## src/hdl/pvt_pkg.sv

```systemverilog
`timescale 1ns / 1ps
`default_nettype none

package pvt_pkg;

  localparam int IDX_W      = 12;
  localparam int COORD_W    = 32;
  localparam int EPOCH_W    = 8;
  localparam int NUM_W      = 62;
  localparam int DEN_W      = 33;
  localparam int CFG_IDX_W  = 3;
  localparam int CFG_DATA_W = 16;

  // register indexes of the configuration port
  localparam logic [CFG_IDX_W-1:0] REG_VIEWPORT_X      = 3'd0;
  localparam logic [CFG_IDX_W-1:0] REG_VIEWPORT_Y      = 3'd1;
  localparam logic [CFG_IDX_W-1:0] REG_VIEWPORT_WIDTH  = 3'd2;
  localparam logic [CFG_IDX_W-1:0] REG_VIEWPORT_HEIGHT = 3'd3;
  localparam logic [CFG_IDX_W-1:0] REG_DEPTH_NEAR      = 3'd4;
  localparam logic [CFG_IDX_W-1:0] REG_DEPTH_FAR       = 3'd5;

  typedef struct packed {
    logic               new_batch;
    logic               entry_present;
    logic [IDX_W-1:0]   vertex_index;
    logic [COORD_W-1:0] clip_x;
    logic [COORD_W-1:0] clip_y;
    logic [COORD_W-1:0] clip_z;
    logic [COORD_W-1:0] clip_w;
  } in_item_t;

  typedef struct packed {
    logic [IDX_W-1:0]   out_index;
    logic [COORD_W-1:0] screen_x;
    logic [COORD_W-1:0] screen_y;
    logic [15:0]        depth;
    logic               divide_fault;
  } out_item_t;

  // work handed from front to back
  typedef struct packed {
    logic [IDX_W-1:0]   vertex_index;
    logic [COORD_W-1:0] clip_x;
    logic [COORD_W-1:0] clip_y;
    logic [COORD_W-1:0] clip_z;
    logic [COORD_W-1:0] clip_w;
  } job_t;

  typedef struct packed {
    logic [15:0] viewport_x;
    logic [15:0] viewport_y;
    logic [14:0] viewport_width;
    logic [14:0] viewport_height;
    logic [15:0] depth_near;
    logic [15:0] depth_far;
  } cfg_t;

  typedef struct packed {
    logic start;
    logic busy;
  } div_ctl_t;

  function automatic logic [31:0] sat32(input logic signed [64:0] v);
    logic [31:0] r;
    if (v > 65'sd2147483647) r = 32'h7FFF_FFFF;
    else if (v < -65'sd2147483648) r = 32'h8000_0000;
    else r = v[31:0];
    return r;
  endfunction

  function automatic logic [15:0] sat16u(input logic signed [64:0] v);
    logic [15:0] r;
    if (v < 65'sd0) r = 16'h0000;
    else if (v > 65'sd65535) r = 16'hFFFF;
    else r = v[15:0];
    return r;
  endfunction

endpackage

`default_nettype wire

```

## src/hdl/pvt_stream_if.sv

```systemverilog
`timescale 1ns / 1ps
`default_nettype none

interface pvt_stream_if #(parameter type T = logic) ();
  logic valid;
  logic ready;
  T     data;
  modport source (output valid, output data, input ready);
  modport sink (input valid, input data, output ready);
endinterface

`default_nettype wire

```

## src/hdl/pvt_queue.sv

```systemverilog
`timescale 1ns / 1ps
`default_nettype none

module pvt_queue (
  input  wire logic clk,
  input  wire logic rst,
  pvt_stream_if.sink   q_in,
  pvt_stream_if.source q_out
);

  localparam int DEPTH = 2;

  pvt_pkg::job_t slot [DEPTH];
  logic          wr_ptr;
  logic          rd_ptr;
  logic [1:0]    count;
  logic          push;
  logic          pop;

  assign q_in.ready  = (count != 2'(DEPTH));
  assign q_out.valid = (count != 2'd0);
  assign q_out.data  = slot[rd_ptr];
  assign push = q_in.valid && q_in.ready;
  assign pop  = q_out.valid && q_out.ready;

  // storage
  always_ff @(posedge clk) begin
    if (push) slot[wr_ptr] <= q_in.data;
  end

  // pointers and fill
  always_ff @(posedge clk) begin
    if (rst) begin
      wr_ptr <= 1'b0;
      rd_ptr <= 1'b0;
      count  <= 2'd0;
    end else begin
      if (push) wr_ptr <= !wr_ptr;
      if (pop) rd_ptr <= !rd_ptr;
      count <= count + 2'(push) - 2'(pop);
    end
  end

  a_fill_bound: assert property (@(posedge clk) disable iff (rst)
    count <= 2'(DEPTH))
    else $error("queue overfilled");
  a_ptr_match: assert property (@(posedge clk) disable iff (rst)
    (count == 2'd0 || count == 2'(DEPTH)) |-> wr_ptr == rd_ptr)
    else $error("queue pointers out of step");

endmodule

`default_nettype wire

```

## src/flat_wrapper.sv

```systemverilog
// flat-port wrapper written by rule: the top's interface ports become plain ports
module pvt_queue_flat 
  (clk, rst, q_in_valid, q_in_data, q_in_ready, q_out_valid, q_out_data, q_out_ready);
  pvt_stream_if q_in_i ();
  pvt_stream_if q_out_i ();
  input  wire logic clk;
  input  wire logic rst;
  input wire logic [$bits(q_in_i.valid)-1:0] q_in_valid;
  input wire logic [$bits(q_in_i.data)-1:0] q_in_data;
  output wire logic [$bits(q_in_i.ready)-1:0] q_in_ready;
  output wire logic [$bits(q_out_i.valid)-1:0] q_out_valid;
  output wire logic [$bits(q_out_i.data)-1:0] q_out_data;
  input wire logic [$bits(q_out_i.ready)-1:0] q_out_ready;
  assign q_in_i.valid = q_in_valid;
  assign q_in_i.data = q_in_data;
  assign q_in_ready = q_in_i.ready;
  assign q_out_valid = q_out_i.valid;
  assign q_out_data = q_out_i.data;
  assign q_out_i.ready = q_out_ready;
  pvt_queue u_core (.clk(clk), .rst(rst), .q_in(q_in_i), .q_out(q_out_i));
endmodule
```

## config.mk

```make
export PLATFORM = sky130hd
export DESIGN_NAME = pvt_queue_flat
export DESIGN_NICKNAME = d
export VERILOG_FILES = /design/src/hdl/pvt_pkg.sv /design/src/hdl/pvt_stream_if.sv /design/src/hdl/pvt_queue.sv /design/src/flat_wrapper.sv
export SDC_FILE = /design/constraint.sdc
export NUM_CORES = 1
export LEC_CHECK = 0
export ABC_AREA = 1
export BUFFER_PORTS_ARGS = -buffer_cell sky130_fd_sc_hd__buf_2
export CAP_MARGIN = 10
export CORE_AREA = 2 2 39 41
export CTS_BUF_LIST = sky130_fd_sc_hd__clkbuf_4
export DETAILED_ROUTE_END_ITERATION = 7
export DIE_AREA = 0 0 41 43
export SETUP_SLACK_MARGIN = 0.5
export SYNTH_ARGS = -nofsm -noshare
export SYNTH_HDL_FRONTEND = slang
export SYNTH_SLANG_ARGS = --single-unit
```

## constraint.sdc

```tcl
create_clock -name clk -period 1.85 [get_ports clk]
set_input_delay 0.2775 -clock clk [delete_from_list [all_inputs] [get_ports clk]]
set_output_delay 0.2775 -clock clk [all_outputs]
set_load 0.1 [all_outputs]
```

Word-level counts from Yosys, hierarchy flattened
Memory sizes are Yosys's and may differ from the RTL's. A register that Yosys moved wholly into a read port is not among the register bits.
Index checks and enable logic that the tools add are counted.
Operators by class
  equality and inequality tests: 1
  add/sub/neg operators: 2
  multiplexer cells: 4
  reductions and logical operators: 5
Operators by type and width (number)
  two-way mux 1 bit: 4
  adder 2 x 1 -> 2 bit: 1
  logical AND 1 bit: 2
  logical NOT 1 bit: 2
  != test 2 bit, second input constant: 1
  nonzero test 2 bit: 1
  subtractor 2 x 1 -> 2 bit: 1
Storage, ports and cells
  word-level logic and storage cells: 16
  input port bits: 5
  register bits: 4
  memory bits (writable): 2
  memories: 1
  output and inout bits: 3
Memory list
  u_core.slot: depth 2, bits a word 1, rd ports 1, clocked after Yosys merged registers in 1, write ports 1, line pvt_queue.sv:13  | pvt_pkg::job_t slot [DEPTH];

Depth between registers and ports, before layout
Gate-level depths: netlist of run 1.
  depth after elaboration: 4
  depth in mapped cells: 10
  gate-level depth less buffers: 10

Worst setup path before layout of run 1
OpenSTA, ideal clock, no wires.
  path kind: flip-flop to flip-flop
  start point: register u_core.count[1]
  end point: register u_core.count[1]
  library setup time: 115 ps
  stages on the path, launching flop included: 9
  setup slack: 288 ps
  clock period less this slack: 1562 ps
  path buffers: 0
  data required time: 1735 ps
  arrival: 1447 ps
  path through: dfxtp_1 > nand2_2 > nand2_1 > inv_1 > ha_1 > inv_1 > nand2_1 > a21oi_1 > nor2_1
On the way
  cells in the longest elaborated chain, start to end: 4
  elaborated cells between the ends (all ways): 6
  those cells by class: add/sub (2); eq/ne (1); reduce/logical (3)
Ends and longest elaborated chain
  start: declaration: line pvt_queue.sv:16  | logic [1:0] count;
  start signal: assignment: line pvt_queue.sv:40  | count <= count + 2'(push) - 2'(pop);
  != test 2 bit: line pvt_queue.sv:20  | assign q_in.ready = (count != 2'(DEPTH));
  net q_in_ready: line flat_wrapper.sv:10  | output wire logic [$bits(q_in_i.ready)-1:0] q_in_ready;
  logical AND 1 bit: line pvt_queue.sv:23  | assign push = q_in.valid && q_in.ready;
  net u_core.push: line pvt_queue.sv:17  | logic push;
  adder 2 x 1 -> 2 bit: line pvt_queue.sv:40
  subtractor 2 x 1 -> 2 bit: line pvt_queue.sv:40
The timed path passes the listed nets, and every way through them passes these cells.
A chain may end at the register's enable or synchronous reset.

Worst setup path in the final report of run 1
  start point: register u_core.count[1]
  end point: register u_core.count[1]
On the way
  elaborated cells between the ends (all ways): 6
  those cells by class: add/sub (2); eq/ne (1); reduce/logical (3)
RTL lines
  nonzero test 2 bit: line pvt_queue.sv:21  | assign q_out.valid = (count != 2'd0);
  logical AND 1 bit: line pvt_queue.sv:24  | assign pop = q_out.valid && q_out.ready;
  net u_core.pop: line pvt_queue.sv:18  | logic pop;
  subtractor 2 x 1 -> 2 bit: line pvt_queue.sv:40
The timed path passes the listed nets, and every way through them passes these cells.

==> insert_results.sql, run 1 <==
INSERT INTO impl_metrics (metric_group, metric, value, unit) VALUES
('critical_path', 'worst-setup-path-type', 'reg2reg', ''),
('route', 'drc_errors_left', '0', ''),
('logic_synthesis', 'synthesis.nets', '48', ''),
('placement', 'hpwlAfterDp', '408', 'microns'),
('sta', 'min_cycle_time_layout', '1.36', 'ns'),
('sta', 'timing.final.setup_violations', '0', ''),
('placement', 'buffer_ports.inserted', '7', ''),
('sta', 'max_freq', '738', 'MHz'),
('cts', 'clock_path_buffers', '2', ''),
('floorplan', 'start_util', '24.5', '%'),
('logic_synthesis', 'post_synth_most_frequent_cells', '8 x inv_1, 7 x nor2_1, 6 x nand2_1, 5 x dfxtp_1', ''),
('sta', 'unrepaired_setup_endpoints_after_global_routing', 'true', ''),
('sta', 'final-hold-violation-count', '0', ''),
('min_path', 'min_delay_path_depth', '2', ''),
('critical_path', 'critical_path_required', '1.99', 'ns'),
('cells_and_area', 'multiInputGateArea', '193', 'sq um'),
('logic_synthesis', 'synth.top_cell.area_share', '29.5', '%'),
('sta', 'finalClockSkew', '0.00223', 'ns'),
('run', 'maxCapViolCount', '0', ''),
('placement', 'dp_worst_setup_slack', '0.463', 'ns'),
('min_path', 'hold_startpoint', 'rst', ''),
('logic_synthesis', 'postSynth.topFlopCell', 'dfxtp_1', ''),
('sta', 'finalCritPeriodShare', '73.3', '%'),
('global_route', 'grt_first_pass_wirelength', '917', 'microns'),
('critical_path', 'worst-r2r-cell-count', '9', ''),
('cts', 'clk_pin_slew_worst_paths', '0.05', 'ns'),
('logic_synthesis', 'synth_cell_type_count', '14', ''),
('floorplan', 'i_o_pins', '8', ''),
('min_path', 'worst_hold_path.endpoint', 'u_core.count[0]', ''),
('global_route', 'grt_max_degree', '5', ''),
('cts', 'cell_at_the_root_of_the_clock_tree', 'clkbuf_4', ''),
('cells_and_area', 'syn_to_final_growth', '53.1', '%'),
('logic_synthesis', 'post_synth_main_area_contributors', 'dfxtp_1 30%, edfxtp_1 18%, inv_1 8.9%', ''),
('cts', 'cts_max_level', '1', ''),
('logic_synthesis', 'postSynthAreaPerCell', '8.27', 'sq um'),
('floorplan', 'die-area', '1760', 'sq um'),
('cells_and_area', 'fillerInstances', '134', ''),
('route', 'route.antenna.remaining_nets', '0', ''),
('logic_synthesis', 'syn_inst', '41', ''),
('logic_synthesis', 'synthesis.yosys.warnings', '0', ''),
('cts', 'cts_tree', 'done', ''),
('route', 'drt_pre_antenna_iters', '2', ''),
('cts', 'numCtsBuffers', '3', ''),
('sta', 'worst_slew_pin_slew', '0.201', 'ns'),
('global_route', 'number_of_global_route_vias_before_repair', '246', ''),
('cells_and_area', 'num_antenna_cells', '0', ''),
('critical_path', 'r2r_setup_slack', '0.49', 'ns'),
('run_status', 'status', 'finished, final reports clean', ''),
('global_route', 'grt_antenna_before_repair', '0', ''),
('cells_and_area', 'drive_gt1_share', '55.6', '%'),
('route', 'drt-initial-drc-count', '4', ''),
('logic_synthesis', 'synth.largest_area_cell', 'dfxtp_1', ''),
('logic_synthesis', 'fraction_of_registers_with_async_set_or_reset_after_synthesis', '0', '%'),
('floorplan', 'vertical_die_dimension', '43', 'microns'),
('logic_synthesis', 'postSynthRegisterBits', '7', ''),
('sta', 'slew-limit-headroom', '86.6', '%'),
('floorplan', 'core_area', '1380', 'sq um'),
('sta', 'layout_setup_ws', '0.495', 'ns'),
('cts', 'numClockSinks', '7', ''),
('critical_path', 'destination_of_the_worst_register_to_register_timing_path', 'u_core.count[1]', ''),
('critical_path', 'critical_path.reg2reg.startpoint', 'u_core.count[1]', ''),
('logic_synthesis', 'synthesis.area', '339', 'sq um'),
('cells_and_area', 'layout.nets', '62', ''),
('placement', 'finalWeightedCongestion', '0.661', ''),
('route', 'avgRoutedWirePerCell', '8.29', 'microns'),
('floorplan', 'cell_row_count', '14', ''),
('cts', 'clock_insertion_delay_worst_skew', '0.25', 'ns'),
('sta', 'drv_slew', '0', ''),
('critical_path', 'crit_path_max_fanout', '3', ''),
('logic_synthesis', 'yosysMostFrequentCell', 'inv_1', ''),
('route', 'detailed_route_via_count', '289', '');
-- worst max-delay path by stage --
stage / from / endpoint / slack [ns] / cells past startpoint
floorplan: u_core.count[1] / u_core.count[1] / 0.51 / 9
global placement: u_core.count[1] / u_core.count[1] / 0.46 / 9
detailed placement: q_out_ready / u_core.count[1] / 0.46 / 10
CTS: u_core.count[1] / u_core.count[1] / 0.49 / 9
global route: u_core.count[1] / u_core.count[1] / 0.42 / 10
finish: u_core.count[1] / u_core.count[1] / 0.49 / 9
-- repair_timing --
action | CTS | global route
hold buffers | 0 | 0
endpoints found under the setup margin | 4 | 3
pin swaps | 0 | 6
setup buffers | 1 | 1
gates resized for setup | 11 | 7
-- cell usage in the layout, fill, tap and decap left out, types with 2 or more instances in the layout --
| cell | n |
|---|---|
| buf_2 | 4 |
| nand2_1 | 4 |
| nand3_2 | 2 |
| edfxtp_1 | 2 |
| inv_1 | 5 |
| nand2_2 | 3 |
| inv_2 | 4 |
| a21oi_1 | 2 |
| clkbuf_4 | 4 |
| buf_4 | 2 |
| buf_6 | 2 |
| nor2_4 | 2 |
| dfxtp_1 | 3 |
| nor2_1 | 7 |
-- layer usage --
metal  global-route usage, %  part of all wire (%)  wire, microns  vias up
li1                        -                     -              -      154
met1                    10.2                    42            243      126
met2                    9.69                    51            295        7
met3                    3.14                   4.7             27        2
met4                    10.0                   2.4             14        0
met5                       0                     0              0        -
-- cell families (layout without fill, tap and decap cells) --
| group | Yosys count | after routing | synth area share (%) |
|---|---|---|---|
| fa+ha+maj | 2 | 2 | 7.38 |
| flops | 7 | 7 | 47.2 |
| compound gates | 2 | 2 | 2.95 |
| simple gates | 20 | 20 | 29.2 |
| buf+inv | 9 | 22 | 9.96 |
| mux | 1 | 1 | 3.32 |
-- final cells by class --
type                    instances  area share, %
clock buffers                   4           5.78
inverters                       9           6.51
multi-input cells              25           37.1
flip-flops and latches          7           31.8
well taps                      16           3.86
repair buffers                  9           14.9
-- stage by stage --
step,instances,hold slack (ns),area [sq um]
final,70,0.187,519
after CTS,69,0.172,487
after global placement,64,0.446,414
after global routing,70,0.193,519
after detailed placement,64,0.455,414
after floorplan,41,0.349,359
-- critical path, cell delays in order, from the launching register on --
cell and delay (ns):
dfxtp_4 0.35, nor2_4 0.13, nor2_4 0.06, ha_4 0.25, inv_2 0.02, ha_2 0.17
inv_2 0.05, nand2_2 0.05, a21oi_1 0.12, nor2_1 0.05
Power of run 1 is not shown: default switching activity piles up to over one toggle a cycle in this logic, so the estimate is an artifact.
==> run 2, diff against run 1 <==
- clock period: 1.85 -> 1.2 ns (I/O delays scaled with it)
==> run 2 against run 1 <==
The run now ends with setup timing left. Setup slack worse by 0.63 ns. Routed wire length up 28%. Cell count is 5.7% higher. Clock skew is 0.0016 ns higher. Register-to-register slack got worse by 0.63 ns. Critical path depth unchanged. First-iteration DRC count decreased by 75%. Final area up 17%. Die area is the same. Worst hold slack worse by 0.11 ns. Critical endpoint unchanged.
==> insert_results.sql, run 2 (synthesized netlist as in run 1, its figures left out) <==
INSERT INTO impl_metrics (metric_group, metric, value, unit) VALUES
('sta', 'layout_setup_ws', '-0.136', 'ns'),
('floorplan', 'i_o_pins', '8', ''),
('critical_path', 'critical_path.reg2reg.startpoint', 'u_core.count[1]', ''),
('route', 'drt_pre_antenna_iters', '3', ''),
('critical_path', 'setup.worst_path.end_class', 'flop', ''),
('critical_path', 'arrival', '1.49', 'ns'),
('cts', 'cts_tree', 'done', ''),
('placement', 'hpwlAfterDp', '496', 'microns'),
('sta', 'finalClockSkew', '0.00380', 'ns'),
('cts', 'numCtsBuffers', '3', ''),
('sta', 'final-hold-violation-count', '0', ''),
('route', 'drt-initial-drc-count', '1', ''),
('min_path', 'hold_path_class', 'in2reg', ''),
('cells_and_area', 'final_cells', '74', ''),
('route', 'wl', '743', 'microns'),
('sta', 'drv_slew', '0', ''),
('global_route', 'grt_antenna_before_repair', '0', ''),
('sta', 'unrepaired_setup_endpoints_after_global_routing', 'true', ''),
('placement', 'buffer_ports.inserted', '7', ''),
('critical_path', 'cp-start-kind', 'flop', ''),
('sta', 'final.hold.worst_slack', '0.0771', 'ns'),
('placement', 'post-place-cells', '69', ''),
('cts', 'clock_insertion_delay_worst_skew', '0.25', 'ns'),
('critical_path', 'destination_of_the_worst_register_to_register_timing_path', 'u_core.count[1]', ''),
('global_route', 'number_of_global_route_vias_before_repair', '313', ''),
('route', 'via_per_inst', '4.15', ''),
('critical_path', 'worst-r2r-cell-count', '9', ''),
('global_route', 'grt_max_degree', '5', ''),
('route', 'avgRoutedWirePerCell', '10.0', 'microns'),
('floorplan', 'floorplan.die.width', '41', 'microns'),
('global_route', 'gr-total-overflow', '0', ''),
('critical_path', 'worst_setup_path_startpoint', 'u_core.count[1]', ''),
('cts', 'numClockSinks', '7', ''),
('placement', 'finalWeightedCongestion', '0.783', ''),
('route', 'route.antenna.remaining_nets', '0', ''),
('cells_and_area', 'num_antenna_cells', '0', ''),
('floorplan', 'cell_row_count', '14', ''),
('run', 'maxCapViolCount', '0', ''),
('floorplan', 'start_util', '24.5', '%'),
('route', 'detailed_route_via_count', '307', ''),
('critical_path', 'crit_path_max_fanout', '2', ''),
('global_route', 'grt_first_pass_wirelength', '1.28', 'mm'),
('sta', 'timing.final.setup_violations', '4', ''),
('cts', 'clock_path_buffers', '2', ''),
('floorplan', 'vertical_die_dimension', '43', 'microns'),
('route', 'drc_errors_left', '0', ''),
('sta', 'worst_slew_pin_slew', '0.175', 'ns'),
('cts', 'cell_at_the_root_of_the_clock_tree', 'clkbuf_4', ''),
('cells_and_area', 'layout.nets', '66', ''),
('sta', 'max_freq', '749', 'MHz'),
('global_route', 'grt_use_total', '11.8', '%'),
('floorplan', 'core_area', '1380', 'sq um'),
('cts', 'clk_pin_slew_worst_paths', '0.06', 'ns'),
('critical_path', 'worst-setup-path-type', 'reg2reg', ''),
('sta', 'slew-limit-headroom', '88.3', '%'),
('floorplan', 'die-area', '1760', 'sq um'),
('critical_path', 'worstSetupEndpoint', 'u_core.count[1]', ''),
('placement', 'dp_worst_setup_slack', '-0.160', 'ns'),
('cells_and_area', 'drive_gt1_share', '67.2', '%'),
('critical_path', 'critical_path_required', '1.35', 'ns'),
('run_status', 'violations', 'setup timing', ''),
('cts', 'cts_max_level', '1', ''),
('cells_and_area', 'syn_to_final_growth', '79.0', '%'),
('cells_and_area', 'final_cell_mix', '5 x nor2_1, 5 x buf_4', ''),
('sta', 'finalCritPeriodShare', '111', '%'),
('sta', 'fin_tns_setup', '-0.364', 'ns'),
('critical_path', 'r2r_setup_slack', '-0.14', 'ns'),
('sta', 'min_cycle_time_layout', '1.34', 'ns'),
('run_status', 'status', 'complete, but fails checks', '');
==> run 2: metal layers <==
metal,part of all wire [%],vias to the layer above,GRT usage [%]
met2,57,8,16.9
met3,3.9,2,3.14
met1,37,139,12.7
met5,0,-,0
li1,-,158,-
met4,1.9,0,12.0
==> run 2: worst min path at each step <==
| stage | from | end | slack, ns | depth (start not counted) |
|---|---|---|---|---|
| after global placement | rst | u_core.count[0] | 0.34 | 2 |
| after global routing | rst | u_core.count[0] | 0.08 | 2 |
| final | rst | u_core.count[0] | 0.08 | 2 |
| after floorplan | rst | u_core.count[0] | 0.24 | 1 |
| after detailed placement | rst | u_core.count[0] | 0.35 | 2 |
| after CTS | rst | u_core.count[0] | 0.07 | 2 |
==> run 2: repair_timing <==
item	4_1_cts	5_1_grt
resized for setup	17	6
hold buffers	0	0
setup buffers	0	1
pin swaps	5	4
endpoints found under the setup margin	10	10
==> run 2: stage by stage <==
| step | util (%) | area (sq um) |
|---|---|---|
| global route | 43.9 | 607 |
| finish | 43.9 | 607 |
| floorplan | - | 367 |
| detailed placement | 35.4 | 489 |
| CTS | 42.0 | 581 |
| global placement | 35.4 | 489 |
==> run 2: critical path: stages (launching register included) <==
cell     delay [ns]
dfxtp_4        0.35
nor2_4         0.11
nor2_4         0.05
ha_4           0.25
inv_2          0.03
ha_4           0.15
inv_2          0.05
nand2_2        0.06
a21oi_2        0.12
nor2_1         0.05
==> run 2: area by class of cell <==
| type | instances | area (sq um) |
|---|---|---|
| Multi-Input combinational cell | 25 | 221 |
| Inverter | 9 | 38.8 |
| Tap cell | 16 | 20.0 |
| Clock buffer | 4 | 30.0 |
| Timing Repair Buffer | 13 | 129 |
| Sequential cell | 7 | 168 |
| Fill cell | 142 | 777 |
Power of run 2 is left out for the same reason.
==> run 3, diff against run 2 <==
- ABC_AREA: 1 -> unset
==> run 3 against run 2 <==
Flip-flop and latch count is the same. Critical path depth down 2. Utilization decreased by 2.4 points. Routed wire length shrank 18%. The flow still finishes with violations (setup timing). Worst hold slack improved by 0.038 ns. Cell count fell by 15%.
==> insert_results.sql, run 3 <==
INSERT INTO impl_metrics (metric_group, metric, value, unit) VALUES
('sta', 'final.hold.worst_slack', '0.115', 'ns'),
('floorplan', 'i_o_pins', '8', ''),
('sta', 'slew-limit-headroom', '87.0', '%'),
('global_route', 'number_of_global_route_vias_before_repair', '254', ''),
('critical_path', 'worst-r2r-cell-count', '7', ''),
('cells_and_area', 'multiInputGateArea', '206', 'sq um'),
('placement', 'hpwlAfterDp', '412', 'microns'),
('cells_and_area', 'design_area', '574', 'sq um'),
('placement', 'finalWeightedCongestion', '0.742', ''),
('logic_synthesis', 'post_synth_main_area_contributors', 'dfxtp_1 32%, edfxtp_1 19%, ha_1 8.1%', ''),
('pwr', 'power.static_leakage', '0.250', 'nW'),
('route', 'wl', '611', 'microns'),
('logic_synthesis', 'syn_inst', '29', ''),
('logic_synthesis', 'synthesis.area', '309', 'sq um'),
('cts', 'cell_at_the_root_of_the_clock_tree', 'clkbuf_4', ''),
('global_route', 'gr-total-overflow', '0', ''),
('critical_path', 'cp-start-kind', 'flop', ''),
('floorplan', 'cell_row_count', '14', ''),
('route', 'detailed_route_via_count', '259', ''),
('sta', 'worst_slew_pin_slew', '0.194', 'ns'),
('global_route', 'grt_use_total', '8.86', '%'),
('logic_synthesis', 'postSynthAreaPerCell', '10.7', 'sq um'),
('logic_synthesis', 'synthesis.nets', '36', ''),
('cts', 'numCtsBuffers', '3', ''),
('route', 'route.antenna.remaining_nets', '0', ''),
('critical_path', 'arrival', '1.59', 'ns'),
('cts', 'cts_hold_buf', '0', ''),
('logic_synthesis', 'synth_sequential_area_ratio', '51.8', '%'),
('logic_synthesis', 'postSynth.topFlopCell', 'dfxtp_1', ''),
('cts', 'numClockSinks', '7', ''),
('cells_and_area', 'fillerInstances', '141', ''),
('sta', 'layout_setup_ws', '-0.235', 'ns'),
('cts', 'cts_tree', 'done', ''),
('sta', 'min_cycle_time_layout', '1.43', 'ns'),
('cells_and_area', 'syn_to_final_growth', '85.8', '%'),
('floorplan', 'die-area', '1760', 'sq um'),
('cells_and_area', 'final_cell_mix', '4 x nor2_1, 4 x clkbuf_4, 4 x buf_2, 4 x buf_6', ''),
('placement', 'post-place-cells', '57', ''),
('logic_synthesis', 'synth_cell_type_count', '16', ''),
('cells_and_area', 'num_antenna_cells', '0', ''),
('pwr', 'internal_power', '0.966', 'mW'),
('sta', 'timing.final.setup_violations', '7', ''),
('sta', 'final-hold-violation-count', '0', ''),
('global_route', 'grt_max_degree', '7', ''),
('critical_path', 'critical_path_required', '1.35', 'ns'),
('route', 'via_per_inst', '4.11', ''),
('pwr', 'power.switching_fraction', '40.6', '%'),
('route', 'drc_errors_left', '0', ''),
('logic_synthesis', 'postSynthRegisterBits', '7', ''),
('critical_path', 'worst-setup-path-type', 'reg2reg', ''),
('route', 'avgRoutedWirePerCell', '9.70', 'microns'),
('cells_and_area', 'final_cells', '63', ''),
('placement', 'buffer_ports.inserted', '7', ''),
('floorplan', 'core_area', '1380', 'sq um'),
('sta', 'max_freq', '697', 'MHz'),
('pwr', 'p_switching', '0.660', 'mW'),
('min_path', 'min_delay_path_depth', '1', ''),
('route', 'drt-initial-drc-count', '5', ''),
('cells_and_area', 'drive_gt1_share', '63.8', '%'),
('pwr', 'seqPwrFrac', '22.9', '%'),
('sta', 'finalCritPeriodShare', '120', '%'),
('logic_synthesis', 'synth.largest_area_cell', 'dfxtp_1', ''),
('run_status', 'status', 'complete, but fails checks', ''),
('pwr', 'clkPwrFrac', '15.0', '%'),
('run', 'maxCapViolCount', '0', ''),
('sta', 'unrepaired_setup_endpoints_after_global_routing', 'true', ''),
('floorplan', 'floorplan.die.width', '41', 'microns'),
('pwr', 'vdd.ir_drop.worst', '1110', 'uV'),
('cts', 'clock_path_buffers', '2', ''),
('run_status', 'violations', 'setup timing', ''),
('min_path', 'hold_path_class', 'in2reg', ''),
('global_route', 'grt_first_pass_wirelength', '979', 'microns'),
('cells_and_area', 'layout.nets', '55', ''),
('global_route', 'grt_antenna_before_repair', '0', ''),
('logic_synthesis', 'post_synth_most_frequent_cells', '5 x dfxtp_1, 4 x nor2_1', ''),
('logic_synthesis', 'synth.top_cell.area_share', '32.4', '%'),
('logic_synthesis', 'fraction_of_registers_with_async_set_or_reset_after_synthesis', '0', '%'),
('floorplan', 'vertical_die_dimension', '43', 'microns'),
('cts', 'clock_insertion_delay_worst_skew', '0.26', 'ns'),
('critical_path', 'crit_path_max_fanout', '2', ''),
('cts', 'cts_max_level', '1', ''),
('logic_synthesis', 'yosysMostFrequentCell', 'dfxtp_1', ''),
('cells_and_area', 'seqCellArea', '163', 'sq um'),
('logic_synthesis', 'synthesis.yosys.warnings', '0', ''),
('critical_path', 'setup.worst_path.end_class', 'flop', ''),
('cts', 'clk_pin_slew_worst_paths', '0.05', 'ns'),
('floorplan', 'start_util', '22.3', '%'),
('placement', 'placed_area', '443', 'sq um'),
('pwr', 'power_density', '2830', 'nW/um^2'),
('sta', 'finalClockSkew', '0.00470', 'ns'),
('logic_synthesis', 'synth_edf_count', '2', ''),
('sta', 'drv_slew', '0', ''),
('cells_and_area', 'final_util', '41.5', '%'),
('pwr', 'combPwrFrac', '62.1', '%'),
('route', 'drt_pre_antenna_iters', '3', '');
[run 3: changes by cell type in the layout (fill, tap and decap cells not counted), sizes merged, moves of 2 or more]
cell | previous run | this run
nor2 | 9 | 4
xnor2 | 0 | 2
a21oi | 2 | 0
nand2 | 8 | 0
nand2b | 0 | 2
nor2b | 0 | 2
nand3 | 3 | 1
inv | 9 | 2
[run 3: cell type report]
class	count	share of cell area (%)
flip-flops and latches	7	28.3
clock buffers	4	5.23
inverters	2	1.31
well taps	16	3.49
repair buffers	14	25.7
multi-input cells	20	35.9
[run 3: kinds of logic (layout without fill, tap and decap cells)]
| logic type | count (synthesis) | after routing | share of synthesized area (%) |
|---|---|---|---|
| xor+xnor | 3 | 3 | 8.50 |
| buf+inv | 2 | 20 | 2.43 |
| compound gates | 2 | 2 | 4.05 |
| simple gates | 12 | 12 | 21.5 |
| mux | 1 | 1 | 3.64 |
| flops | 7 | 7 | 51.8 |
| fa+ha+maj | 2 | 2 | 8.10 |
[run 3: metal layers]
layer / vias up / GRT usage (%) / wire [microns]
met5: - / 0 / 0
met4: 0 / 8.00 / 21
met3: 2 / 4.71 / 29
met2: 5 / 12.5 / 319
met1: 123 / 8.77 / 241
li1: 129 / - / -
[run 3: power by group through the flow]
stage | registers [mW] | logic [mW] | clock network, mW
after global routing | 0.378 | 1.07 | 0.261
after detailed placement | 0.355 | 0.753 | 0
after CTS | 0.360 | 0.903 | 0.251
after floorplan | 0.363 | 0.560 | 0
after global placement | 0.354 | 0.754 | 0
final | 0.373 | 1.01 | 0.244
[run 3: worst max-delay path, cell delays in order (launching register included)]
cell and delay, ns:
dfxtp_2 0.31, o21a_1 0.20, ha_1 0.29, inv_2 0.04, ha_4 0.15, xor2_2 0.17, xnor2_1 0.13, nor2_1 0.05
[run 3: final timing paths]
| path | startpoint | to | slack [ns] |
|---|---|---|---|
| min reg2reg | u_core.wr_ptr | u_core.wr_ptr | 0.54 |
| min | q_in_data | u_core.slot[0] | 0.12 |
| max | u_core.count[0] | u_core.count[1] | -0.23 |
| max reg2reg | u_core.count[0] | u_core.count[1] | -0.23 |
[run 3: repair_timing]
action,CTS,global route
pin swaps,6,2
setup endpoints to repair,10,10
resized for setup,12,6
setup buffers,2,0
[run 3: per-stage QoR]
stage	setup TNS, ns	power [mW]	setup WS (ns)
after floorplan	-0.409	0.923	-0.233
after global placement	-0.294	1.11	-0.229
after detailed placement	-0.328	1.11	-0.245
after CTS	-0.656	1.51	-0.241
after global routing	-0.816	1.71	-0.281
final	-0.575	1.63	-0.235
No activity file was read; power rests on OpenSTA's default activity.
