$ cat src/hdl/pvt_pkg.sv
`timescale 1ns / 1ps
`default_nettype none

package pvt_pkg;

  localparam int IDX_W      = 12;
  localparam int COORD_W    = 32;
  localparam int EPOCH_W    = 8;
  localparam int NUM_W      = 62;
  localparam int DEN_W      = 33;
  localparam int CFG_IDX_W  = 3;
  localparam int CFG_DATA_W = 16;

  // register indexes of the configuration port
  localparam logic [CFG_IDX_W-1:0] REG_VIEWPORT_X      = 3'd0;
  localparam logic [CFG_IDX_W-1:0] REG_VIEWPORT_Y      = 3'd1;
  localparam logic [CFG_IDX_W-1:0] REG_VIEWPORT_WIDTH  = 3'd2;
  localparam logic [CFG_IDX_W-1:0] REG_VIEWPORT_HEIGHT = 3'd3;
  localparam logic [CFG_IDX_W-1:0] REG_DEPTH_NEAR      = 3'd4;
  localparam logic [CFG_IDX_W-1:0] REG_DEPTH_FAR       = 3'd5;

  typedef struct packed {
    logic               new_batch;
    logic               entry_present;
    logic [IDX_W-1:0]   vertex_index;
    logic [COORD_W-1:0] clip_x;
    logic [COORD_W-1:0] clip_y;
    logic [COORD_W-1:0] clip_z;
    logic [COORD_W-1:0] clip_w;
  } in_item_t;

  typedef struct packed {
    logic [IDX_W-1:0]   out_index;
    logic [COORD_W-1:0] screen_x;
    logic [COORD_W-1:0] screen_y;
    logic [15:0]        depth;
    logic               divide_fault;
  } out_item_t;

  // work handed from front to back
  typedef struct packed {
    logic [IDX_W-1:0]   vertex_index;
    logic [COORD_W-1:0] clip_x;
    logic [COORD_W-1:0] clip_y;
    logic [COORD_W-1:0] clip_z;
    logic [COORD_W-1:0] clip_w;
  } job_t;

  typedef struct packed {
    logic [15:0] viewport_x;
    logic [15:0] viewport_y;
    logic [14:0] viewport_width;
    logic [14:0] viewport_height;
    logic [15:0] depth_near;
    logic [15:0] depth_far;
  } cfg_t;

  typedef struct packed {
    logic start;
    logic busy;
  } div_ctl_t;

  function automatic logic [31:0] sat32(input logic signed [64:0] v);
    logic [31:0] r;
    if (v > 65'sd2147483647) r = 32'h7FFF_FFFF;
    else if (v < -65'sd2147483648) r = 32'h8000_0000;
    else r = v[31:0];
    return r;
  endfunction

  function automatic logic [15:0] sat16u(input logic signed [64:0] v);
    logic [15:0] r;
    if (v < 65'sd0) r = 16'h0000;
    else if (v > 65'sd65535) r = 16'hFFFF;
    else r = v[15:0];
    return r;
  endfunction

endpackage

`default_nettype wire

$ cat src/hdl/pvt_stream_if.sv
`timescale 1ns / 1ps
`default_nettype none

interface pvt_stream_if #(parameter type T = logic) ();
  logic valid;
  logic ready;
  T     data;
  modport source (output valid, output data, input ready);
  modport sink (input valid, input data, output ready);
endinterface

`default_nettype wire

$ cat src/hdl/pvt_div.sv
`timescale 1ns / 1ps
`default_nettype none

module pvt_div (
  input  wire logic                        clk,
  input  wire logic                        rst,
  input  wire logic                        start,
  input  wire logic [pvt_pkg::NUM_W-1:0]   num,
  input  wire logic [pvt_pkg::DEN_W-1:0]   den,
  output logic                             busy,
  output logic [pvt_pkg::NUM_W-1:0]        quot,
  output logic                             rem_nz
);

  localparam int CW = $clog2(pvt_pkg::NUM_W + 1);

  logic [pvt_pkg::DEN_W-1:0] rem;
  logic [pvt_pkg::DEN_W-1:0] dvs;
  logic [pvt_pkg::NUM_W-1:0] shreg;
  logic [CW-1:0]             cnt;
  logic [pvt_pkg::DEN_W:0]   trial;
  logic                      take;

  // one restoring step: shift in next numerator bit, try subtract
  always_comb begin
    trial = {rem, shreg[pvt_pkg::NUM_W-1]};
    take  = trial >= {1'b0, dvs};
  end

  assign quot   = shreg;
  assign rem_nz = (rem != '0);

  always_ff @(posedge clk) begin
    if (start) begin
      rem   <= '0;
      dvs   <= den;
      shreg <= num;
    end else if (busy) begin
      rem   <= take ? pvt_pkg::DEN_W'(trial - {1'b0, dvs})
                    : pvt_pkg::DEN_W'(trial);
      shreg <= {shreg[pvt_pkg::NUM_W-2:0], take};
    end
  end

  always_ff @(posedge clk) begin
    if (rst) begin
      busy <= 1'b0;
      cnt  <= '0;
    end else if (start) begin
      busy <= 1'b1;
      cnt  <= CW'(pvt_pkg::NUM_W - 1);
    end else if (busy) begin
      cnt <= cnt - 1'b1;
      if (cnt == '0) busy <= 1'b0;
    end
  end

endmodule

`default_nettype wire

$ cat src/hdl/pvt_back.sv
`timescale 1ns / 1ps
`default_nettype none

module pvt_back (
  input  wire logic          clk,
  input  wire logic          rst,
  input  wire pvt_pkg::cfg_t cfg,
  pvt_stream_if.sink         job_in,
  pvt_stream_if.source       vertex_out
);

  typedef enum logic [5:0] {
    B_IDLE = 6'b000001,
    B_MUL  = 6'b000010,
    B_ABS  = 6'b000100,
    B_DIV  = 6'b001000,
    B_FLR  = 6'b010000,
    B_SUM  = 6'b100000
  } state_t;

  state_t                state;
  pvt_pkg::job_t         job;
  logic signed [48:0]    px;
  logic signed [48:0]    py;
  logic signed [49:0]    pz;
  logic                  neg_x;
  logic                  neg_y;
  logic                  neg_z;
  logic                  fault;
  logic signed [63:0]    fx;
  logic signed [63:0]    fy;
  logic signed [63:0]    fz;
  logic                  out_valid;
  pvt_pkg::out_item_t    out_data;

  logic signed [32:0]    w33;
  logic signed [32:0]    sum_x;
  logic signed [32:0]    dif_y;
  logic signed [32:0]    sum_z;
  logic signed [16:0]    drange;
  logic [32:0]           w_mag;
  logic signed [63:0]    nx;
  logic signed [63:0]    ny;
  logic signed [63:0]    nz;
  logic [63:0]           mx;
  logic [63:0]           my;
  logic [63:0]           mz;
  logic                  out_free;
  logic signed [64:0]    sx;
  logic signed [64:0]    sy;
  logic signed [64:0]    dd;
  pvt_pkg::out_item_t    res;

  pvt_pkg::div_ctl_t     dctl;
  logic                  busy_y;
  logic                  busy_z;
  logic [pvt_pkg::NUM_W-1:0] qx;
  logic [pvt_pkg::NUM_W-1:0] qy;
  logic [pvt_pkg::NUM_W-1:0] qz;
  logic                  rx;
  logic                  ry;
  logic                  rz;

  assign job_in.ready     = (state == B_IDLE);
  assign vertex_out.valid = out_valid;
  assign vertex_out.data  = out_data;
  assign out_free         = !out_valid || vertex_out.ready;

  // operand preparation
  always_comb begin
    w33    = 33'($signed(job.clip_w));
    sum_x  = w33 + 33'($signed(job.clip_x));
    dif_y  = w33 - 33'($signed(job.clip_y));
    sum_z  = w33 + 33'($signed(job.clip_z));
    drange = $signed({1'b0, cfg.depth_far}) - $signed({1'b0, cfg.depth_near});
    w_mag  = job.clip_w[31] ? 33'(-w33) : 33'(w33);
    nx     = 64'(px) <<< 15;
    ny     = 64'(py) <<< 15;
    nz     = 64'(pz);
    mx     = nx[63] ? 64'(-nx) : 64'(nx);
    my     = ny[63] ? 64'(-ny) : 64'(ny);
    mz     = nz[63] ? 64'(-nz) : 64'(nz);
  end

  assign dctl.start = (state == B_ABS) && (job.clip_w != '0);

  pvt_div u_div_x (
    .clk (clk), .rst (rst), .start (dctl.start),
    .num (mx[pvt_pkg::NUM_W-1:0]), .den (w_mag),
    .busy (dctl.busy), .quot (qx), .rem_nz (rx)
  );
  pvt_div u_div_y (
    .clk (clk), .rst (rst), .start (dctl.start),
    .num (my[pvt_pkg::NUM_W-1:0]), .den (w_mag),
    .busy (busy_y), .quot (qy), .rem_nz (ry)
  );
  pvt_div u_div_z (
    .clk (clk), .rst (rst), .start (dctl.start),
    .num (mz[pvt_pkg::NUM_W-1:0]), .den ({w_mag[31:0], 1'b0}),
    .busy (busy_z), .quot (qz), .rem_nz (rz)
  );

  // final sums and saturation
  always_comb begin
    sx = (65'($signed(cfg.viewport_x)) <<< 16) + 65'(fx);
    sy = (65'($signed(cfg.viewport_y)) <<< 16) + 65'(fy);
    dd = $signed({49'b0, cfg.depth_near}) + 65'(fz);
    res.out_index = job.vertex_index;
    if (fault) begin
      res.screen_x     = job.clip_x[31] ? 32'h8000_0000 : 32'h7FFF_FFFF;
      res.screen_y     = job.clip_y[31] ? 32'h7FFF_FFFF : 32'h8000_0000;
      res.depth        = job.clip_z[31] ? 16'h0000 : 16'hFFFF;
      res.divide_fault = 1'b1;
    end else begin
      res.screen_x     = pvt_pkg::sat32(sx);
      res.screen_y     = pvt_pkg::sat32(sy);
      res.depth        = pvt_pkg::sat16u(dd);
      res.divide_fault = 1'b0;
    end
  end

  // datapath registers
  always_ff @(posedge clk) begin
    case (state)
      B_IDLE: begin
        if (job_in.valid) job <= job_in.data;
      end
      B_MUL: begin
        px <= $signed({1'b0, cfg.viewport_width}) * sum_x;
        py <= $signed({1'b0, cfg.viewport_height}) * dif_y;
        pz <= drange * sum_z;
      end
      B_ABS: begin
        neg_x <= nx[63] ^ job.clip_w[31];
        neg_y <= ny[63] ^ job.clip_w[31];
        neg_z <= nz[63] ^ job.clip_w[31];
        fault <= (job.clip_w == '0);
      end
      B_FLR: begin
        fx <= neg_x ? -(64'(qx) + 64'(rx)) : 64'(qx);
        fy <= neg_y ? -(64'(qy) + 64'(ry)) : 64'(qy);
        fz <= neg_z ? -(64'(qz) + 64'(rz)) : 64'(qz);
      end
      default: ;
    endcase
    if ((state == B_SUM) && out_free) out_data <= res;
  end

  // sequencing and output register
  always_ff @(posedge clk) begin
    if (rst) begin
      state     <= B_IDLE;
      out_valid <= 1'b0;
    end else begin
      if ((state == B_SUM) && out_free) out_valid <= 1'b1;
      else if (vertex_out.ready) out_valid <= 1'b0;
      case (state)
        B_IDLE: if (job_in.valid) state <= B_MUL;
        B_MUL:  state <= B_ABS;
        B_ABS:  state <= (job.clip_w == '0) ? B_SUM : B_DIV;
        B_DIV:  if (!dctl.busy && !dctl.start) state <= B_FLR;
        B_FLR:  state <= B_SUM;
        B_SUM: begin
          if (out_free) state <= B_IDLE;
        end
        default: state <= B_IDLE;
      endcase
    end
  end

  a_div_in_step: assert property (@(posedge clk) disable iff (rst)
    dctl.busy |-> (busy_y && busy_z && state == B_DIV))
    else $error("dividers out of step");
  a_fault_skip: assert property (@(posedge clk) disable iff (rst)
    (state == B_ABS) && (job.clip_w == '0) |=> state == B_SUM && !dctl.busy)
    else $error("zero w entered divider");
  a_no_overwrite: assert property (@(posedge clk) disable iff (rst)
    out_valid && !vertex_out.ready |=> out_valid && $stable(out_data))
    else $error("pending result overwritten");

endmodule

`default_nettype wire

$ cat src/flat_wrapper.sv
// flat-port wrapper written by rule: the top's interface ports become plain ports
module pvt_back_flat 
  (clk, rst, cfg, job_in_valid, job_in_data, job_in_ready, vertex_out_valid, vertex_out_data, vertex_out_ready);
  pvt_stream_if job_in_i ();
  pvt_stream_if vertex_out_i ();
  input  wire logic clk;
  input  wire logic rst;
  input  wire pvt_pkg::cfg_t cfg;
  input wire logic [$bits(job_in_i.valid)-1:0] job_in_valid;
  input wire logic [$bits(job_in_i.data)-1:0] job_in_data;
  output wire logic [$bits(job_in_i.ready)-1:0] job_in_ready;
  output wire logic [$bits(vertex_out_i.valid)-1:0] vertex_out_valid;
  output wire logic [$bits(vertex_out_i.data)-1:0] vertex_out_data;
  input wire logic [$bits(vertex_out_i.ready)-1:0] vertex_out_ready;
  assign job_in_i.valid = job_in_valid;
  assign job_in_i.data = job_in_data;
  assign job_in_ready = job_in_i.ready;
  assign vertex_out_valid = vertex_out_i.valid;
  assign vertex_out_data = vertex_out_i.data;
  assign vertex_out_i.ready = vertex_out_ready;
  pvt_back u_core (.clk(clk), .rst(rst), .cfg(cfg), .job_in(job_in_i), .vertex_out(vertex_out_i));
endmodule
$ cat config.mk
export PLATFORM = sky130hd
export DESIGN_NAME = pvt_back_flat
export DESIGN_NICKNAME = d
export VERILOG_FILES = /design/src/hdl/pvt_pkg.sv /design/src/hdl/pvt_stream_if.sv /design/src/hdl/pvt_div.sv /design/src/hdl/pvt_back.sv /design/src/flat_wrapper.sv
export SDC_FILE = /design/constraint.sdc
export NUM_CORES = 1
export LEC_CHECK = 0
export BUFFER_PORTS_ARGS = -buffer_cell sky130_fd_sc_hd__clkbuf_2
export CAP_MARGIN = 20
export CORE_UTILIZATION = 45
export CTS_CLUSTER_SIZE = 28
export DETAILED_ROUTE_END_ITERATION = 6
export PLACE_DENSITY_LB_ADDON = 0.2
export REMOVE_ABC_BUFFERS = 1
export SETUP_SLACK_MARGIN = 0.15
export SYNTH_ARGS = -nofsm -noshare
export SYNTH_HDL_FRONTEND = slang
export SYNTH_HIERARCHICAL = 1
export SYNTH_SLANG_ARGS = --single-unit
$ cat constraint.sdc
create_clock -name clk -period 8.4 [get_ports clk]
set_input_delay 0.84 -clock clk [delete_from_list [all_inputs] [get_ports clk]]
set_output_delay 0.84 -clock clk [all_outputs]
set_load 0.02 [all_outputs]
# Yosys cells after proc, flatten, opt, wreduce, memory -nomap -nowiden
# Index checks and enable logic that the tools add are counted.
classes:
  add_sub_neg: 1
  eq_ne: 9
  muxes: 13
  n_reduce_logical: 14
op_table:
  columns: ["operator", "count"]
  rows:
  - ["two-way mux 6 bit", 6]
  - ["case mux 6 bit (6 select lines)", 1]
  - ["zero test 32 bit", 1]
  - ["== test 6 x 1 -> 1 bit, second input constant", 1]
  - ["== test 6 x 2 -> 1 bit, second input constant", 1]
  - ["== test 6 x 3 -> 1 bit, second input constant", 1]
  - ["== test 6 x 4 -> 1 bit, second input constant", 1]
  - ["== test 6 x 5 -> 1 bit, second input constant", 1]
  - ["== test 6 bit, second input constant", 1]
  - ["zero test 6 bit", 1]
  - ["two-way mux 1 bit", 6]
  - ["subtractor 6 x 1 -> 6 bit, second input constant", 1]
  - ["inequality test 2 x 1 -> 1 bit, second input constant", 2]
  - ["nonzero test 2 bit", 2]
  - ["logical AND 1 bit", 3]
  - ["zero test 1 bit", 3]
  - ["AND reduction 3 bit", 1]
  - ["inequality test 2 bit, second input constant", 1]
  - ["AND reduction 2 bit", 1]
  - ["OR reduction 2 bit", 1]
  - ["logical OR 1 bit", 1]
totals:
  regBits: 17
  word_cells: 45

# Logic depth before layout (Yosys ltp)
# Gate-level depths: netlist of the first run.
logic_depth:
  ltp_word: 6
  mapped_depth: 7

# Modules after synthesis
# Netlist of the first run, hierarchy kept.
modules_own_cells:
  columns: ["mod", "n_inst", "cells_per_inst", "area_per_inst_um2", "seq_area_each_um2"]
  rows:
  - ["pvt_div", 1, 699, 7500.9, 3653.5]
  - ["pvt_back", 1, 82, 1043.5, 680.7]

# Least setup slack after synthesis of the first run
# No wires, ideal clock.
synth_timing:
  kind: "reg-to-reg"
  startpoint: "register u_core.state[1]"
  endpoint: "register, netlist name u_core/u_div_x/quot[0]"
  setup_time_ns: 0.416
  arrival_ns: 3.404
  path_slack_ns: 4.580
  path_stages_with_launch: 6
  n_path_buf: 1
  path_cell_list: "dfxtp_1 -> nor4_2 -> and3_1 -> clkbuf_1 -> nor2_1 -> inv_1"
synth_lines:
  columns: ["element", "line_no", "rtl"]
  rows:
  - ["from (decl)", "pvt_back.sv:21", "state_t state;"]
  - ["from (signal assigned)", "pvt_back.sv:160", "B_ABS: state <= (job.clip_w == '0) ? B_SUM : B_DIV;"]

# Worst setup path in the final report of the first run
layout_timing:
  startpoint: "register u_core.state[2]"
  endpoint: "output job_in_ready"
layout_via:
  elab_chain_cells: 1
layout_lines:
  columns: ["element", "line_no", "rtl"]
  rows:
  - ["== test 6 x 1 -> 1 bit", "pvt_back.sv:64", "assign job_in.ready = (state == B_IDLE);"]
  - ["to (decl)", "flat_wrapper.sv:11", "output wire logic [$bits(job_in_i.ready)-1:0] job_in_ready;"]
# Every way passes these cells.

==> run_results.csv, run 1 <==
group,metric,value,unit
run_status,status,"completed",
worst_setup_path,critPathMaxFanout,6,
worst_setup_path,crit_path_max_incr_delay,0.37,ns
timing,finalCritPeriodShare,27.64,%
timing,finClkSkew,0.006489,ns
min_path,hold_start,"u_core/fault",
drt,drt.antenna.violating_nets,0,
timing,rsz0062_at_grt,"no",
worst_setup_path,critPathBufInv,2,
drt,drt_wl_total,1574,µm
worst_setup_path,crit_type,"reg2out",
place,portBuffers,7,
clock_tree,post_cts_resized,0,
worst_setup_path,r2r_start,"u_core/state[1]",
pwr,power_density,237.6,mW/mm²
synthesis,yosys_warnings,6,
clock_tree,cts_setup_buffers,0,
worst_setup_path,cp-start-kind,"flip-flop",
timing,clock.fmax,430.7,MHz
die,die_x,45,µm
worst_setup_path,path_delay_family,"simple AND/OR/NAND/NOR gates",
synthesis,post_synth_instance_area,832.0,µm²
timing,tightest_slew,0.5685,ns
global_routing,grt_pass1_wl,2559,µm
die,core,0.001727,mm²
worst_setup_path,cp.arrival,1.48,ns
timing,holdWs,0.4451,ns
drt,drt_iter0_drc,28,
finish,syn_to_final_growth,7.669,%
drt,firstDrtPassIters,4,
finish,postLayoutCellArea,895.9,µm²
die,dieArea,0.002025,mm²
timing,finalWorstSetupSlack,6.078,ns
global_routing,grt.total_usage,17.91,%
clock_tree,clockBufferDepth,2,
place,hpwl,1125,µm
place,dp_slack,6.396,ns
clock_tree,tritoncts,"built",
die,die_h,45,µm
timing,relSlewSlack,61.75,%
timing,fin_setup_tns,0,ns
finish,fillCellCount,181,
finish,layout.nets,201,
synthesis,synth_cells,96,
clock_tree,clk_latency,0.29,ns
timing,finalHoldViolCount,0,
clock_tree,clock_sinks,17,
pwr,p_leak,0.3754,nW
pwr,total_power,0.0002128,W
timing,period_minus_slack,2.322,ns
global_routing,grt_max_degree,13,
die,start_util,48.19,%
min_path,hp-class,"reg2reg",
global_routing,antenna_found_initial,0,
finish,drive_gt1_share,17.17,%
worst_setup_path,critPathSlowestCell,"dfxtp_1",
finish,diodes,0,
worst_setup_path,cp-end-kind,"output pin",
drt,vias,666,
worst_setup_path,crit_start,"u_core/state[2]",
place,routabilityCongestion,0.7604,
drt,avgViaCountPerCell,5.371,
drt,drt_drc_violations_left,0,
clock_tree,ctsRootBufferMaster,"clkbuf_4",
global_routing,grt_overflow,0,
worst_setup_path,crit_chain,"nor4_2 > nand3b_1 > clkinv_2 > clkbuf_2",
place,place_area,868.3,µm²
clock_tree,cts_made_buffers,3,
timing,setup_violations,0,
clock_tree,htreeDepth,1,
pwr,ir_drop,116.6,µV
synthesis,syn_area_per_cell,8.667,µm²
die,rows,15,
clock_tree,cts_hold_buf,0,
flow_run,cap_viol_max_count,0,
timing,maxSlewViolCount,0,
global_routing,grt_pass1_vias,606,
drt,routedWlPerCell,12.69,µm
clock_tree,clkTransAtPathRegs,0.11,ns
die,pin_count,102,
worst_setup_path,required,7.56,ns
power breakdown:
part / total [W] / switching, W / internal [W]
logic: 0.0000667 / 0.0000403 / 0.0000264
clock network: 0.0000440 / 0.0000263 / 0.0000177
registers: 0.000102 / 0.0000103 / 0.0000918
layer usage:
metal,part of all wire (%),up-vias,routed length (µm),GRT usage [%]
met5,0,-,0,0
met4,0.76,0,12,9.091
met3,4.1,2,65,3.600
met2,44,13,698,25.51
met1,51,316,797,25.63
li1,-,335,-,-
per-stage QoR:
stage | std cells | utilization (%)
after floorplan | 88 | -
after global placement | 120 | 50.29
after detailed placement | 120 | 50.29
after CTS | 124 | 51.88
after global routing | 124 | 51.88
final | 124 | 51.88
path summary, 6_finish.rpt:
kind         depth (start not counted)                     end  slack, ns
max                                  4            job_in_ready       6.08
min                                  0  u_core/vertex_out.data       0.45
max reg2reg                          3  u_core/vertex_out.data       6.78
min reg2reg                          0  u_core/vertex_out.data       0.45
cell usage in the layout (no fill, tap or decap), types with 2 or more instances in the layout:
master / count
nor4_1: 3
nand3_1: 2
nor2b_1: 2
clkbuf_4: 3
nor4_2: 2
ha_1: 2
nor2_1: 18
dfxtp_1: 14
and3_1: 3
xor2_1: 3
clkinv_2: 2
nand2_1: 4
clkbuf_2: 7
edfxtp_1: 3
o21ai_1: 2
inv_1: 6
a31oi_1: 3
xnor2_1: 2
a21oi_1: 2
final cells by class:
cell class	count	area (µm²)	area share, %
clock inverter	1	5.005	0.5587
multi-input combinational	63	400.4	44.69
clock buffer	3	22.52	2.514
sequential	17	370.4	41.34
timing repair buffer	7	35.03	3.911
tap	25	31.28	3.492
inverter	8	31.28	3.492
state kept, by name, indices dropped and copies added (netlist names):
name and flops:
u_core/state 6, u_core/vertex_out.valid 1, u_core/u_div_x/busy 1, u_core/fault 1, u_core/vertex_out.data 1, u_core/job 1
u_core/u_div_x/cnt 6
Note: power is estimated with default switching activity, not from simulation.
==> run 2, diff against run 1 <==
Settings changed: ABC_AREA from default to 1.
Clock period 8.4 ns to 2.2 ns, I/O delays scaled along.
==> run_results.csv, run 2 <==
group,metric,value,unit
finish,drive_gt1_share,16.03,%
finish,postLayoutCellArea,965.9,µm²
synthesis,synth_cells,125,
finish,reg_top3,"u_core/state (6), u_core/u_div_x/cnt (6)",
die,rows,15,
finish,syn_to_final_growth,7.972,%
finish,mostFrequentLayoutCell,"inv_1",
worst_setup_path,r2r_start,"u_core/state[4]",
pwr,power_density,643.3,mW/mm²
timing,tightest_slew,0.3013,ns
timing,finalCritPeriodShare,71.12,%
finish,diodes,0,
place,place_area,939.7,µm²
global_routing,grt.total_usage,16.59,%
min_path,hold_start,"job_in_data",
clock_tree,cts_made_buffers,3,
timing,maxSlewViolCount,0,
clock_tree,clk_latency,0.29,ns
clock_tree,clkTransAtPathRegs,0.10,ns
drt,drt.antenna.violating_nets,0,
die,dieArea,0.002170,mm²
pwr,p_leak,0.5188,nW
worst_setup_path,cp-start-kind,"flip-flop",
drt,vias,739,
clock_tree,clockBufferDepth,2,
worst_setup_path,crit_path_max_incr_delay,0.34,ns
worst_setup_path,crit_chain,"nor2_2 > nand3_1 > inv_1 > clkbuf_2",
timing,setup_violations,0,
die,start_util,49.65,%
worst_setup_path,crit_type,"reg2out",
die,die_h,46.59,µm
clock_tree,htreeDepth,1,
global_routing,grt_pass1_wl,2511,µm
clock_tree,clock_sinks,17,
worst_setup_path,critPathSlowestCell,"dfxtp_1",
place,portBuffers,7,
global_routing,grt_overflow,0,
pwr,total_power,0.0006213,W
global_routing,grt_max_degree,10,
timing,rsz0062_at_grt,"no",
clock_tree,cts_hold_buf,0,
timing,finalHoldViolCount,0,
die,die_x,46.59,µm
worst_setup_path,critPathMaxFanout,6,
global_routing,grt_pass1_vias,632,
die,core,0.001802,mm²
finish,final_cell_mix,"inv_1, nor2_1, dfxtp_1, nand2_1",
timing,relSlewSlack,79.89,%
worst_setup_path,required,1.98,ns
synthesis,post_synth_instance_area,894.6,µm²
global_routing,antenna_found_initial,0,
drt,drt_drc_violations_left,0,
drt,drt_wl_total,1582,µm
drt,avgViaCountPerCell,4.737,
worst_setup_path,ff2ff_setup_slack,0.89,ns
synthesis,yosys_warnings,6,
timing,clock.fmax,639.1,MHz
die,pin_count,102,
clock_tree,ctsRootBufferMaster,"clkbuf_4",
worst_setup_path,cp-end-kind,"output pin",
finish,layout.nets,233,
worst_setup_path,critPathBufInv,2,
synthesis,syn_area_per_cell,7.157,µm²
worst_setup_path,crit_start,"u_core/state[2]",
clock_tree,post_cts_resized,0,
finish,fillCellCount,186,
timing,period_minus_slack,1.565,ns
drt,firstDrtPassIters,4,
place,hpwl,1204,µm
drt,drt_iter0_drc,17,
clock_tree,cts_setup_buffers,0,
place,routabilityCongestion,0.8822,
timing,fin_setup_tns,0,ns
timing,finClkSkew,0.002040,ns
flow_run,cap_viol_max_count,0,
run_status,status,"completed",
min_path,hp-class,"in2reg",
worst_setup_path,cp.arrival,1.34,ns
worst_setup_path,path_delay_family,"simple AND/OR/NAND/NOR gates",
clock_tree,tritoncts,"built",
pwr,ir_drop,383.8,µV
drt,routedWlPerCell,10.14,µm
==> run 2: path summary, 6_finish.rpt <==
kind	end	depth (start not counted)
worst max-delay path	job_in_ready	4
worst max register to register	u_core/u_div_x/cnt[5]	7
worst min-delay path	u_core/job[0]	1
worst min register to register	u_core/vertex_out.data	0
==> run 2: layout make-up <==
cell class                      count  area, µm²  share of cell area (%)
Clock buffer                        4      26.28                   2.720
Timing Repair Buffer                7      35.03                   3.627
Sequential cell                    17      370.4                   38.34
Tap cell                           25      31.28                   3.238
Inverter                           32      120.1                   12.44
Multi-Input combinational cell     71      382.9                   39.64
==> run 2: where the power goes <==
group,total [W],leakage (nW),internal [W],switching (W)
Clock,0.000169,0.0150,0.0000704,0.0000989
Sequential,0.000346,0.141,0.000330,0.0000158
Combinational,0.000106,0.363,0.0000383,0.0000676
==> run 2: routing by layer <==
layer | part of all wire (%) | global-route usage [%]
met1 | 53 | 22.84
met5 | 0 | 0
met3 | 3.0 | 2.353
met2 | 43 | 23.89
met4 | 0.76 | 10.59
==> run 2: metrics by stage <==
step / utilization [%] / hold WS [ns] / std cells / setup slack [ns]
2_1_floorplan: - / 0.2891 / 120 / 1.102
3_3_place_gp: 52.15 / 0.3977 / 152 / 0.9713
3_5_place_dp: 52.15 / 0.4021 / 152 / 0.9199
4_1_cts: 53.61 / 0.09718 / 156 / 0.6359
5_1_grt: 53.61 / 0.08079 / 156 / 0.5677
6_report: 53.61 / 0.1042 / 156 / 0.6354
==> run 3, diff against run 2 <==
Clock period 2.2 ns to 1.35 ns, I/O delays scaled along.
==> run_results.csv, run 3 (synthesis results as in run 2) <==
group,metric,value,unit
finish,drive_gt1_share,38.46,%
drt,drt_wl_total,2035,µm
finish,final_cell_mix,"inv_1, nor2_1, nand2_1, buf_4, dfxtp_1",
flow_run,cap_viol_max_count,0,
pwr,internal-power,0.0008051,W
die,pin_count,102,
timing,finalHoldViolCount,0,
worst_setup_path,crit_start,"u_core/state[4]",
pwr,power_density,970.5,mW/mm²
clock_tree,ctsRootBufferMaster,"clkbuf_4",
pwr,switching_share,29.91,%
timing,clock.fmax,800.0,MHz
drt,drt.antenna.violating_nets,0,
drt,routedWlPerCell,12.11,µm
worst_setup_path,cp-start-kind,"flip-flop",
global_routing,grt.total_usage,19.64,%
die,core,0.001802,mm²
clock_tree,tritoncts,"built",
global_routing,grt_pass1_wl,2973,µm
die,start_util,49.65,%
timing,maxSlewViolCount,0,
pwr,power_switching,0.0003436,W
die,die_x,46.59,µm
timing,holdWs,0.02199,ns
timing,setup_violations,0,
timing,rsz0062_at_grt,"yes",
min_path,hold_start,"job_in_data",
pwr,ir_drop,858.4,µV
timing,finalCritPeriodShare,92.59,%
clock_tree,clk_latency,0.28,ns
die,rows,15,
die,die_h,46.59,µm
global_routing,grt_pass1_vias,730,
place,routabilityCongestion,0.8851,
finish,layout.nets,245,
finish,fillCellCount,156,
worst_setup_path,crit_type,"reg2out",
timing,fin_setup_tns,0,ns
drt,drt_iter0_drc,30,
worst_setup_path,critPathMaxFanout,3,
clock_tree,clockBufferDepth,2,
timing,tightest_slew,0.2425,ns
worst_setup_path,r2r_start,"u_core/state[4]",
pwr,total_power,0.001149,W
min_path,hp-class,"in2reg",
place,portBuffers,7,
drt,drt_drc_violations_left,0,
timing,period_minus_slack,1.250,ns
clock_tree,clock_sinks,17,
clock_tree,clkTransAtPathRegs,0.09,ns
die,dieArea,0.002170,mm²
clock_tree,cts_hold_buf,0,
worst_setup_path,cp-end-kind,"output pin",
global_routing,antenna_found_initial,0,
timing,finClkSkew,0.002150,ns
run_status,status,"completed",
pwr,p_seq_share,49.6,%
pwr,p_clk_share,23.2,%
worst_setup_path,required,1.22,ns
timing,relSlewSlack,83.65,%
drt,vias,829,
global_routing,grt_max_degree,10,
pwr,comb_power_share,27.2,%
clock_tree,htreeDepth,1,
drt,firstDrtPassIters,4,
global_routing,grt_overflow,0,
place,hpwl,1284,µm
pwr,p_leak,0.6032,nW
finish,diodes,0,
clock_tree,cts_made_buffers,3,
finish,syn_to_final_growth,32.31,%
finish,mostFrequentLayoutCell,"inv_1",
worst_setup_path,cp.arrival,1.12,ns
finish,reg_top3,"u_core/state (6), u_core/u_div_x/cnt (6)",
drt,avgViaCountPerCell,4.935,
==> run 3: cell count changes in the layout (fill, tap and decap cells not counted), moves of 3 or more <==
cell	previous run	this run
buf_6	0	4
nor2_4	2	5
inv_4	0	3
dfxtp_1	14	8
inv_1	31	26
o21ai_0	5	2
dfxtp_4	0	4
nor2_1	19	14
buf_4	0	8
==> run 3: stage by stage <==
step	setup slack (ns)	utilization (%)	cells	cell area [µm²]
finish	0.09999	65.69	168	1184
global route	0.04736	65.69	168	1184
CTS	0.1178	58.89	164	1061
detailed placement	0.07753	52.57	153	947.2
global placement	0.1158	52.57	153	947.2
floorplan	0.2520	-	120	873.3
==> run 3: worst paths after layout <==
path	endpoint	slack, ns	depth (start not counted)
worst max-delay path	job_in_ready	0.1	4
worst min-delay path	u_core/job[0]	0.02	1
worst min register to register	u_core/vertex_out.data	0.44	0
worst max register to register	u_core/state[4]	0.1	7
==> run 3: power groups by stage <==
| stage | sequential, W | combinational (W) | clock (W) |
|---|---|---|---|
| after global placement | 0.000575 | 0.000167 | 0 |
| after floorplan | 0.000571 | 0.000134 | 0 |
| after detailed placement | 0.000576 | 0.000173 | 0 |
| after CTS | 0.000571 | 0.000258 | 0.000281 |
| after global routing | 0.000572 | 0.000333 | 0.000299 |
| final | 0.000570 | 0.000312 | 0.000267 |
==> run 3: what timing repair did <==
| item | in CTS | in global routing |
|---|---|---|
| buffers inserted | 7 | 4 |
| resized for setup | 15 | 30 |
| setup endpoints to repair | 8 | 12 |
| pin swaps | 3 | 11 |
==> run 3: final cells by class <==
type / instances / area, µm² / share of cell area [%]
clock buffer: 4 / 26.28 / 2.220
inverter: 32 / 127.6 / 10.78
timing repair buffer: 19 / 150.1 / 12.68
sequential: 17 / 387.9 / 32.77
multi-input combinational: 71 / 460.4 / 38.90
tap: 25 / 31.28 / 2.643
==> run 3: critical path: stages (launching register included) <==
cell and delay [ns]:
dfxtp_4 0.36, nor2_4 0.17, nand3_2 0.11, inv_2 0.08, buf_8 0.10
==> run 3: routing by layer <==
metal / vias up / wire length (µm) / GRT usage, %
met4: 0 / 17 / 5.294
met5: - / 0 / 0
met1: 373 / 922 / 24.46
li1: 419 / - / -
met3: 4 / 109 / 5.882
met2: 33 / 986 / 32.50
